===== src/rtl/core/sm4_pkg.sv =====
package sm4_pkg;

  // Cipher geometry
  localparam int unsigned ROUNDS    = 32;
  localparam int unsigned RK_AW     = $clog2(ROUNDS);
  localparam int unsigned CFG_IDX_W = 2;

  // Configuration register indexes
  typedef enum logic [CFG_IDX_W-1:0] {
    CFG_KEY_HIGH = 2'd0,
    CFG_KEY_LOW  = 2'd1
  } sm4_cfg_idx_e;

  // System parameter FK
  localparam logic [31:0] FK0 = 32'ha3b1bac6;
  localparam logic [31:0] FK1 = 32'h56aa3350;
  localparam logic [31:0] FK2 = 32'h677d9197;
  localparam logic [31:0] FK3 = 32'hb27022dc;

  // Sequencer states
  typedef enum logic [2:0] {
    ST_IDLE,
    ST_KEY_EXP,
    ST_LOAD,
    ST_RUN,
    ST_DONE
  } sm4_state_e;

  // Request payloads
  typedef struct packed {
    logic        func;
    logic [63:0] block_high;
    logic [63:0] block_low;
  } sm4_in_t;

  typedef struct packed {
    logic [63:0] result_high;
    logic [63:0] result_low;
  } sm4_out_t;

  // Shared round unit operand
  typedef struct packed {
    logic        key_mode;
    logic [31:0] word;
  } sm4_rnd_req_t;

  localparam logic [7:0] SBOX [256] = '{
    8'hd6,8'h90,8'he9,8'hfe,8'hcc,8'he1,8'h3d,8'hb7,8'h16,8'hb6,8'h14,8'hc2,8'h28,8'hfb,8'h2c,8'h05,
    8'h2b,8'h67,8'h9a,8'h76,8'h2a,8'hbe,8'h04,8'hc3,8'haa,8'h44,8'h13,8'h26,8'h49,8'h86,8'h06,8'h99,
    8'h9c,8'h42,8'h50,8'hf4,8'h91,8'hef,8'h98,8'h7a,8'h33,8'h54,8'h0b,8'h43,8'hed,8'hcf,8'hac,8'h62,
    8'he4,8'hb3,8'h1c,8'ha9,8'hc9,8'h08,8'he8,8'h95,8'h80,8'hdf,8'h94,8'hfa,8'h75,8'h8f,8'h3f,8'ha6,
    8'h47,8'h07,8'ha7,8'hfc,8'hf3,8'h73,8'h17,8'hba,8'h83,8'h59,8'h3c,8'h19,8'he6,8'h85,8'h4f,8'ha8,
    8'h68,8'h6b,8'h81,8'hb2,8'h71,8'h64,8'hda,8'h8b,8'hf8,8'heb,8'h0f,8'h4b,8'h70,8'h56,8'h9d,8'h35,
    8'h1e,8'h24,8'h0e,8'h5e,8'h63,8'h58,8'hd1,8'ha2,8'h25,8'h22,8'h7c,8'h3b,8'h01,8'h21,8'h78,8'h87,
    8'hd4,8'h00,8'h46,8'h57,8'h9f,8'hd3,8'h27,8'h52,8'h4c,8'h36,8'h02,8'he7,8'ha0,8'hc4,8'hc8,8'h9e,
    8'hea,8'hbf,8'h8a,8'hd2,8'h40,8'hc7,8'h38,8'hb5,8'ha3,8'hf7,8'hf2,8'hce,8'hf9,8'h61,8'h15,8'ha1,
    8'he0,8'hae,8'h5d,8'ha4,8'h9b,8'h34,8'h1a,8'h55,8'had,8'h93,8'h32,8'h30,8'hf5,8'h8c,8'hb1,8'he3,
    8'h1d,8'hf6,8'he2,8'h2e,8'h82,8'h66,8'hca,8'h60,8'hc0,8'h29,8'h23,8'hab,8'h0d,8'h53,8'h4e,8'h6f,
    8'hd5,8'hdb,8'h37,8'h45,8'hde,8'hfd,8'h8e,8'h2f,8'h03,8'hff,8'h6a,8'h72,8'h6d,8'h6c,8'h5b,8'h51,
    8'h8d,8'h1b,8'haf,8'h92,8'hbb,8'hdd,8'hbc,8'h7f,8'h11,8'hd9,8'h5c,8'h41,8'h1f,8'h10,8'h5a,8'hd8,
    8'h0a,8'hc1,8'h31,8'h88,8'ha5,8'hcd,8'h7b,8'hbd,8'h2d,8'h74,8'hd0,8'h12,8'hb8,8'he5,8'hb4,8'hb0,
    8'h89,8'h69,8'h97,8'h4a,8'h0c,8'h96,8'h77,8'h7e,8'h65,8'hb9,8'hf1,8'h09,8'hc5,8'h6e,8'hc6,8'h84,
    8'h18,8'hf0,8'h7d,8'hec,8'h3a,8'hdc,8'h4d,8'h20,8'h79,8'hee,8'h5f,8'h3e,8'hd7,8'hcb,8'h39,8'h48
  };

  // Byte-wise S-box substitution
  function automatic logic [31:0] tau(input logic [31:0] v);
    tau = {SBOX[v[31:24]], SBOX[v[23:16]], SBOX[v[15:8]], SBOX[v[7:0]]};
  endfunction

  // CK word: byte j of word i is (4*i + j) * 7 mod 256
  function automatic logic [31:0] ck_word(input logic [RK_AW-1:0] idx);
    logic [7:0]  pos;
    logic [31:0] w;
    w = '0;
    for (int j = 0; j < 4; j++) begin
      pos = {1'b0, idx, 2'(j)};
      w[31-8*j -: 8] = pos * 8'd7;
    end
    ck_word = w;
  endfunction

endpackage


===== src/rtl/core/sm4_round.sv =====
module sm4_round
  import sm4_pkg::*;
(
  input  sm4_rnd_req_t rnd_i,
  output logic [31:0]  t_o
);

  logic [31:0] sub;

  // Nonlinear layer
  assign sub = tau(rnd_i.word);

  // Linear layer: L' for the key schedule, L for data rounds
  always_comb begin
    if (rnd_i.key_mode) begin
      t_o = sub ^ {sub[18:0], sub[31:19]} ^ {sub[8:0], sub[31:9]};
    end else begin
      t_o = sub ^ {sub[29:0], sub[31:30]} ^ {sub[21:0], sub[31:22]}
          ^ {sub[13:0], sub[31:14]} ^ {sub[7:0], sub[31:8]};
    end
  end

endmodule


===== src/rtl/core/sm4_rk_mem.sv =====
module sm4_rk_mem
  import sm4_pkg::*;
(
  input  logic             clk_i,
  input  logic             we_i,
  input  logic [RK_AW-1:0] waddr_i,
  input  logic [31:0]      wdata_i,
  input  logic [RK_AW-1:0] raddr_i,
  output logic [31:0]      rdata_o
);

  logic [31:0] mem [ROUNDS];
  logic [31:0] rdata_q;

  // One write port, one registered read port
  always_ff @(posedge clk_i) begin
    if (we_i) begin
      mem[waddr_i] <= wdata_i;
    end
    rdata_q <= mem[raddr_i];
  end

  assign rdata_o = rdata_q;

endmodule


===== src/rtl/core/sm4_block_cipher_top.sv =====
// SM4 block cipher, one 128-bit block per request.
// Configuration: write key_high (index 0) and key_low (index 1) on the cfg
// channel while the core is idle; cfg_ready_o is always high. Any key write
// marks the round keys stale.
// Input: a request is taken when in_valid_i is high and in_stall_o is low.
// in_stall_o is high from acceptance until the result is parked in the
// output register, so one block is in flight at a time.
// Processing: 32 rounds on the shared round unit, one per cycle, then an
// output step that parks the result in the output register. When the
// round keys are stale, key expansion runs first on the same unit: 32
// schedule rounds, then one round key memory read.
// Output: out_valid_o holds with a stable payload until out_stall_i is low.
// While the result waits, the next block may be accepted; it finishes its
// rounds and waits in the core until the output register frees up.
// Reset: keys clear to zero, round keys are marked stale, no result valid.
module sm4_block_cipher_top
  import sm4_pkg::*;
(
  input  logic                 clk_i,
  input  logic                 rst_ni,
  input  logic                 in_valid_i,
  output logic                 in_stall_o,
  input  sm4_in_t              in_req_i,
  output logic                 out_valid_o,
  input  logic                 out_stall_i,
  output sm4_out_t             out_req_o,
  input  logic                 cfg_valid_i,
  output logic                 cfg_ready_o,
  input  logic [CFG_IDX_W-1:0] cfg_idx_i,
  input  logic [63:0]          cfg_data_i
);

  localparam logic [RK_AW-1:0] LAST = RK_AW'(ROUNDS - 1);

  sm4_state_e       state_q, state_d;
  logic [RK_AW-1:0] cnt_q, cnt_d;
  logic             keys_ready_q, keys_ready_d;
  logic             out_valid_q, out_valid_d;
  logic [63:0]      key_high_q, key_low_q;
  logic             dec_q, dec_d;
  logic [127:0]     x_q, x_d;
  logic [127:0]     k_q, k_d;
  sm4_out_t         out_q, out_d;

  sm4_rnd_req_t     rnd;
  logic [31:0]      t;
  logic [31:0]      rk;
  logic             rk_we;
  logic [RK_AW-1:0] rk_raddr;
  logic             cfg_wr;

  // Round key index, reversed for decryption
  function automatic logic [RK_AW-1:0] rk_index(input logic dec, input logic [RK_AW-1:0] i);
    rk_index = dec ? (LAST - i) : i;
  endfunction

  assign cfg_ready_o = 1'b1;
  assign cfg_wr      = cfg_valid_i;
  assign in_stall_o  = (state_q != ST_IDLE);
  assign out_valid_o = out_valid_q;
  assign out_req_o   = out_q;

  // Key registers
  always_ff @(posedge clk_i or negedge rst_ni) begin
    if (!rst_ni) begin
      key_high_q <= '0;
      key_low_q  <= '0;
    end else if (cfg_wr) begin
      case (cfg_idx_i)
        CFG_KEY_HIGH: key_high_q <= cfg_data_i;
        CFG_KEY_LOW:  key_low_q  <= cfg_data_i;
        default:      ;
      endcase
    end
  end

  // Shared round unit operand: key schedule or data round
  always_comb begin
    rnd.key_mode = (state_q == ST_KEY_EXP);
    if (rnd.key_mode) begin
      rnd.word = k_q[95:64] ^ k_q[63:32] ^ k_q[31:0] ^ ck_word(cnt_q);
    end else begin
      rnd.word = x_q[95:64] ^ x_q[63:32] ^ x_q[31:0] ^ rk;
    end
  end

  sm4_round u_round (
    .rnd_i (rnd),
    .t_o   (t)
  );

  sm4_rk_mem u_rk_mem (
    .clk_i   (clk_i),
    .we_i    (rk_we),
    .waddr_i (cnt_q),
    .wdata_i (k_q[127:96] ^ t),
    .raddr_i (rk_raddr),
    .rdata_o (rk)
  );

  // Sequencer
  always_comb begin
    state_d      = state_q;
    cnt_d        = cnt_q;
    keys_ready_d = keys_ready_q;
    out_valid_d  = out_valid_q && out_stall_i;
    dec_d        = dec_q;
    x_d          = x_q;
    k_d          = k_q;
    out_d        = out_q;
    rk_we        = 1'b0;
    rk_raddr     = rk_index(dec_q, '0);

    case (state_q)
      ST_IDLE: begin
        rk_raddr = rk_index(in_req_i.func, '0);
        if (in_valid_i) begin
          dec_d = in_req_i.func;
          x_d   = {in_req_i.block_high, in_req_i.block_low};
          cnt_d = '0;
          if (keys_ready_q) begin
            state_d = ST_RUN;
          end else begin
            k_d     = {key_high_q, key_low_q} ^ {FK0, FK1, FK2, FK3};
            state_d = ST_KEY_EXP;
          end
        end
      end
      ST_KEY_EXP: begin
        rk_we = 1'b1;
        k_d   = {k_q[95:0], k_q[127:96] ^ t};
        cnt_d = cnt_q + 1'b1;
        if (cnt_q == LAST) begin
          keys_ready_d = 1'b1;
          state_d      = ST_LOAD;
        end
      end
      ST_LOAD: begin
        cnt_d   = '0;
        state_d = ST_RUN;
      end
      ST_RUN: begin
        // prefetch the key for the next round
        rk_raddr = rk_index(dec_q, cnt_q + 1'b1);
        x_d      = {x_q[95:0], x_q[127:96] ^ t};
        cnt_d    = cnt_q + 1'b1;
        if (cnt_q == LAST) begin
          state_d = ST_DONE;
        end
      end
      ST_DONE: begin
        if (!out_valid_q || !out_stall_i) begin
          out_d       = {x_q[31:0], x_q[63:32], x_q[95:64], x_q[127:96]};
          out_valid_d = 1'b1;
          state_d     = ST_IDLE;
        end
      end
      default: begin
        state_d = ST_IDLE;
      end
    endcase

    // key writes make the round keys stale
    if (cfg_wr && (cfg_idx_i == CFG_KEY_HIGH || cfg_idx_i == CFG_KEY_LOW)) begin
      keys_ready_d = 1'b0;
    end
  end

  // Control registers
  always_ff @(posedge clk_i or negedge rst_ni) begin
    if (!rst_ni) begin
      state_q      <= ST_IDLE;
      cnt_q        <= '0;
      keys_ready_q <= 1'b0;
      out_valid_q  <= 1'b0;
    end else begin
      state_q      <= state_d;
      cnt_q        <= cnt_d;
      keys_ready_q <= keys_ready_d;
      out_valid_q  <= out_valid_d;
    end
  end

  // Datapath registers
  always_ff @(posedge clk_i) begin
    dec_q <= dec_d;
    x_q   <= x_d;
    k_q   <= k_d;
    out_q <= out_d;
  end

endmodule


===== config.mk =====
export PLATFORM = sky130hd
export DESIGN_NAME = sm4_block_cipher_top
export DESIGN_NICKNAME = d
export VERILOG_FILES = /design/src/rtl/core/sm4_pkg.sv /design/src/rtl/core/sm4_round.sv /design/src/rtl/core/sm4_rk_mem.sv /design/src/rtl/core/sm4_block_cipher_top.sv
export SDC_FILE = /design/constraint.sdc
export NUM_CORES = 2
export LEC_CHECK = 0
export BUFFER_PORTS_ARGS = -buffer_cell sky130_fd_sc_hd__buf_4
export CELL_PAD_IN_SITES_DETAIL_PLACEMENT = 0
export CELL_PAD_IN_SITES_GLOBAL_PLACEMENT = 1
export CORE_MARGIN = 5
export CORE_UTILIZATION = 35
export CTS_CLUSTER_DIAMETER = 100
export CTS_CLUSTER_SIZE = 20
export DETAILED_ROUTE_END_ITERATION = 16
export PLACE_DENSITY = 0.64
export SLEW_MARGIN = 25
export SYNTH_ARGS = -nofsm -noshare
export SYNTH_HDL_FRONTEND = slang
export SYNTH_SLANG_ARGS = --single-unit

===== constraint.sdc =====
create_clock -name clk_i -period 10.3 [get_ports clk_i]
set_input_delay 0 -clock clk_i [delete_from_list [all_inputs] [get_ports clk_i]]
set_output_delay 0 -clock clk_i [all_outputs]
set_load 0.05 [all_outputs]

==> summary.md <==
| Metric | Value |
|---|---|
| Worst slack at placement | 1.37 ns |
| CTS max path bufs | 3 |
| Pin count of the biggest net entering global routing | 168 |
| Die width | 486 um |
| Unrepaired setup endpoints after global routing | no |
| Worst-path clk slew | 0.10 ns |
| Ys flop type | edfxtp_1 |
| CP startpoint kind | register |
| Gr usage total | 26.7% |
| Min Clock Period, post-route | 8.27 ns |
| Area delta synth->final | 15.1% |
| Share of cells above drive strength 1 | 18.2% |
| Avg WL per Cell | 33.6 um |
| Count of state elements after synthesis | 1579 |
| Final setup violation count | 0 |
| Cell variety after synth | 122 |
| Status | complete, no violations |
| Slack of the critical path | 2.03 ns |
| Fmax | 0.121 GHz |
| First-pass GRT wire length | 456000 um |
| TritonCTS clock tree | done |
| Final hold violation count | 0 |
| Antenna violations before repair | 11 |
| Storage cell area | 0.0464 sq mm |
| CP endpoint kind | register |
| Crit Path Max Fanout | 104 |
| Placed Cells | 9351 |
| Vias | 60081 |
| Vias in the first global route | 57393 |
| Mapped Avg Cell Area | 12.5 sq um |
| Fillers | 21079 |
| Crit Path Class | register to register |
| CP Data Required Time | 10.75 ns |
| Compound-cell area share of the yosys netlist | 16.5% |
| Final setup TNS | 0 ns |
| Final net count | 6933 |
| Cells after Synth | 6326 |
| Simple-Gate Fraction of Synth Area | 7.40% |
| Die ar. | 0.236 sq mm |
| # port buffers | 329 |
| Async set-or-reset flop fraction in the synthesized netlist | 8.74% |
| Initial drt markers | 8168 |
| Clock Sinks | 1579 |
| Adder-Cell Fraction of Synth Area | 1.01% |
| Initial Util | 35.2% |
| H-tree depth | 3 |
| Commonest non-fill, non-tap cells in the layout | edfxtp_1 (1409), nand2_1 (587), buf_4 (537) |
| Estimated wirelength of the detail-placed design | 215000 um |
| Rel. slew slack | 19.7% |
| Post-CTS setup buffer count | 0 |
| Final non-filler cell total | 9748 |
| Routed WL | 328000 um |
| Grt total ovfl | 0 |
| DR pass1 iterations | 7 |
| Yosys warning total | 0 |
| Mapped Nets | 6586 |
| Post-synthesis xor/xnor area fraction | 5.58% |
| Post-Syn Area | 0.0793 sq mm |
| Die height | 486 um |
| CTS buffer count | 92 |
| Max-slew violation count | 0 |
| Multiplexer share of the synthesized area | 7.97% |
| Least-Margin Pin Slew | 1.20 ns |
| Clock Skew | 0.0733 ns |
| Multi-input gate area | 0.0316 sq mm |
| Root Driver | clkbuf_16 |
| Antenna Nets Post-Route | 0 |
| Top Ports | 331 |
| Clk_lat worst skew | 0.80 ns |
| CP Data Arrival Time | 8.73 ns |
| MaxCap Viol Count | 0 |
| Commonest non-fill, non-tap cell in the layout | edfxtp_1 |
| DRC errors left | 0 |
| Vias per cell | 6.16 |
| Min-delay worst type | input pin to register |
| Core area | 0.225 sq mm |
| Largest family of logic cells by synthesized area | compound AO/OA/AOI/OAI gates |
| Register area share after synthesis | 58.5% |
| Final Wtd Congestion | 0.996 |
| Rows | 174 |
| Post-synth EDFFs | 1409 |
| Tcrit/Tclk final | 80.3% |
-- routing by layer --
layer	up-vias	track usage (%)	wire, um
li1	25456	-	-
met1	30935	35.7	133000
met2	3129	42.8	152000
met3	561	4.67	26000
met4	0	11.6	16600
met5	-	0	0
-- cell type report --
cell class                 count  share of cell area [%]
multi-input combinational   4185                    34.6
sequential                  1579                    50.8
antenna                        7                  0.0192
tap                         2992                    4.10
clock buffer                 154                    2.80
inverter                      43                   0.185
clock inverter                16                   0.345
timing repair buffer         772                    7.17
-- critical path, stage by stage, from the launching register on --
cell      delay (ns)
dfrtp_1         0.74
or3b_4          0.49
buf_12          0.45
nor2_1          0.15
a21oi_4         0.46
inv_1           0.37
ha_1            0.57
nor2_1          0.52
nand2_1         0.35
nand3_1         0.17
o311ai_0        0.25
a31oi_1         0.50
a311oi_4        0.18
xnor2_1         0.77
xnor2_1         0.22
xnor2_2         0.59
o21ba_2         0.28
xor2_4          0.73
-- sequential cells by signal (all words and copies together) (netlist names) --
name              count
out_req_o           128
cnt_q                 5
out_valid_o           1
key_low_q            64
key_high_q           64
keys_ready_q          1
k_q                 128
u_rk_mem.mem       1024
x_q                 128
dec_q                 1
state_q               3
u_rk_mem.rdata_o     32
-- cells in the mapped netlist (35+ instances only) --
| library cell | number | area, sq um |
|---|---|---|
| a31oi_1 | 81 | 507 |
| mux2_2 | 229 | 2580 |
| xnor2_1 | 281 | 2460 |
| o221ai_1 | 164 | 1440 |
| mux2i_1 | 66 | 661 |
| ha_1 | 53 | 663 |
| clkbuf_1 | 299 | 1120 |
| nand3_1 | 147 | 736 |
| edfxtp_1 | 1409 | 42300 |
| xor2_1 | 145 | 1270 |
| nor3_1 | 100 | 500 |
| nor2_1 | 344 | 1290 |
| a21oi_1 | 303 | 1520 |
| o22ai_1 | 165 | 1030 |
| dfrtp_1 | 138 | 3450 |
| mux4_2 | 128 | 2880 |
| o211ai_1 | 148 | 1110 |
| o21ai_0 | 419 | 2100 |
| buf_2 | 133 | 666 |
| o21a_1 | 45 | 338 |
| inv_1 | 35 | 131 |
| nand2_1 | 590 | 2210 |
| a211oi_1 | 70 | 526 |
| a221oi_1 | 47 | 412 |
| buf_1 | 55 | 206 |
-- final timing paths --
kind	startpoint	end	slack, ns	depth (start not counted)
worst min register to register	x_q[73]	out_req_o[41]	0.46	0
worst min-delay path	cfg_data_i[19]	key_high_q[19]	0.07	3
worst max-delay path	state_q[2]	u_rk_mem.mem[21][22]	2.03	17
worst max register to register	state_q[2]	u_rk_mem.mem[21][22]	2.03	17
max in group asynchronous	rst_ni	cnt_q[0]	9.23	4
min in group asynchronous	rst_ni	key_low_q[29]	0.46	4
-- repair_timing --
item	in CTS	in global routing
resized for setup	0	0
hold endpoints to repair	369	0
hold buffers	219	0
-- metrics by stage --
| step | utilization [%] | instance area (sq um) | hold WS (ns) |
|---|---|---|---|
| 2_1_floorplan | - | 79300 | -0.296 |
| 3_3_place_gp | 38.2 | 86000 | 0.171 |
| 3_5_place_dp | 38.3 | 86200 | 0.180 |
| 4_1_cts | 40.5 | 91200 | 0.000756 |
| 5_1_grt | 40.6 | 91300 | 0.0449 |
| 6_report | 40.6 | 91400 | 0.0677 |
-- kinds of logic (layout without fill, tap and decap cells) --
kind of cell	after synthesis	count (layout)
DFF	1579	1579
adders and majority gates	60	60
AOI/OAI and AO/OA	1892	1892
and+or+nand+nor	1339	1339
muxes	434	434
xor gates and xnor gates	459	459
buffers and inverters	562	985
other	1	8
Power is not shown: default switching activity piles up to over one toggle a cycle in this logic, so the estimate is an artifact.
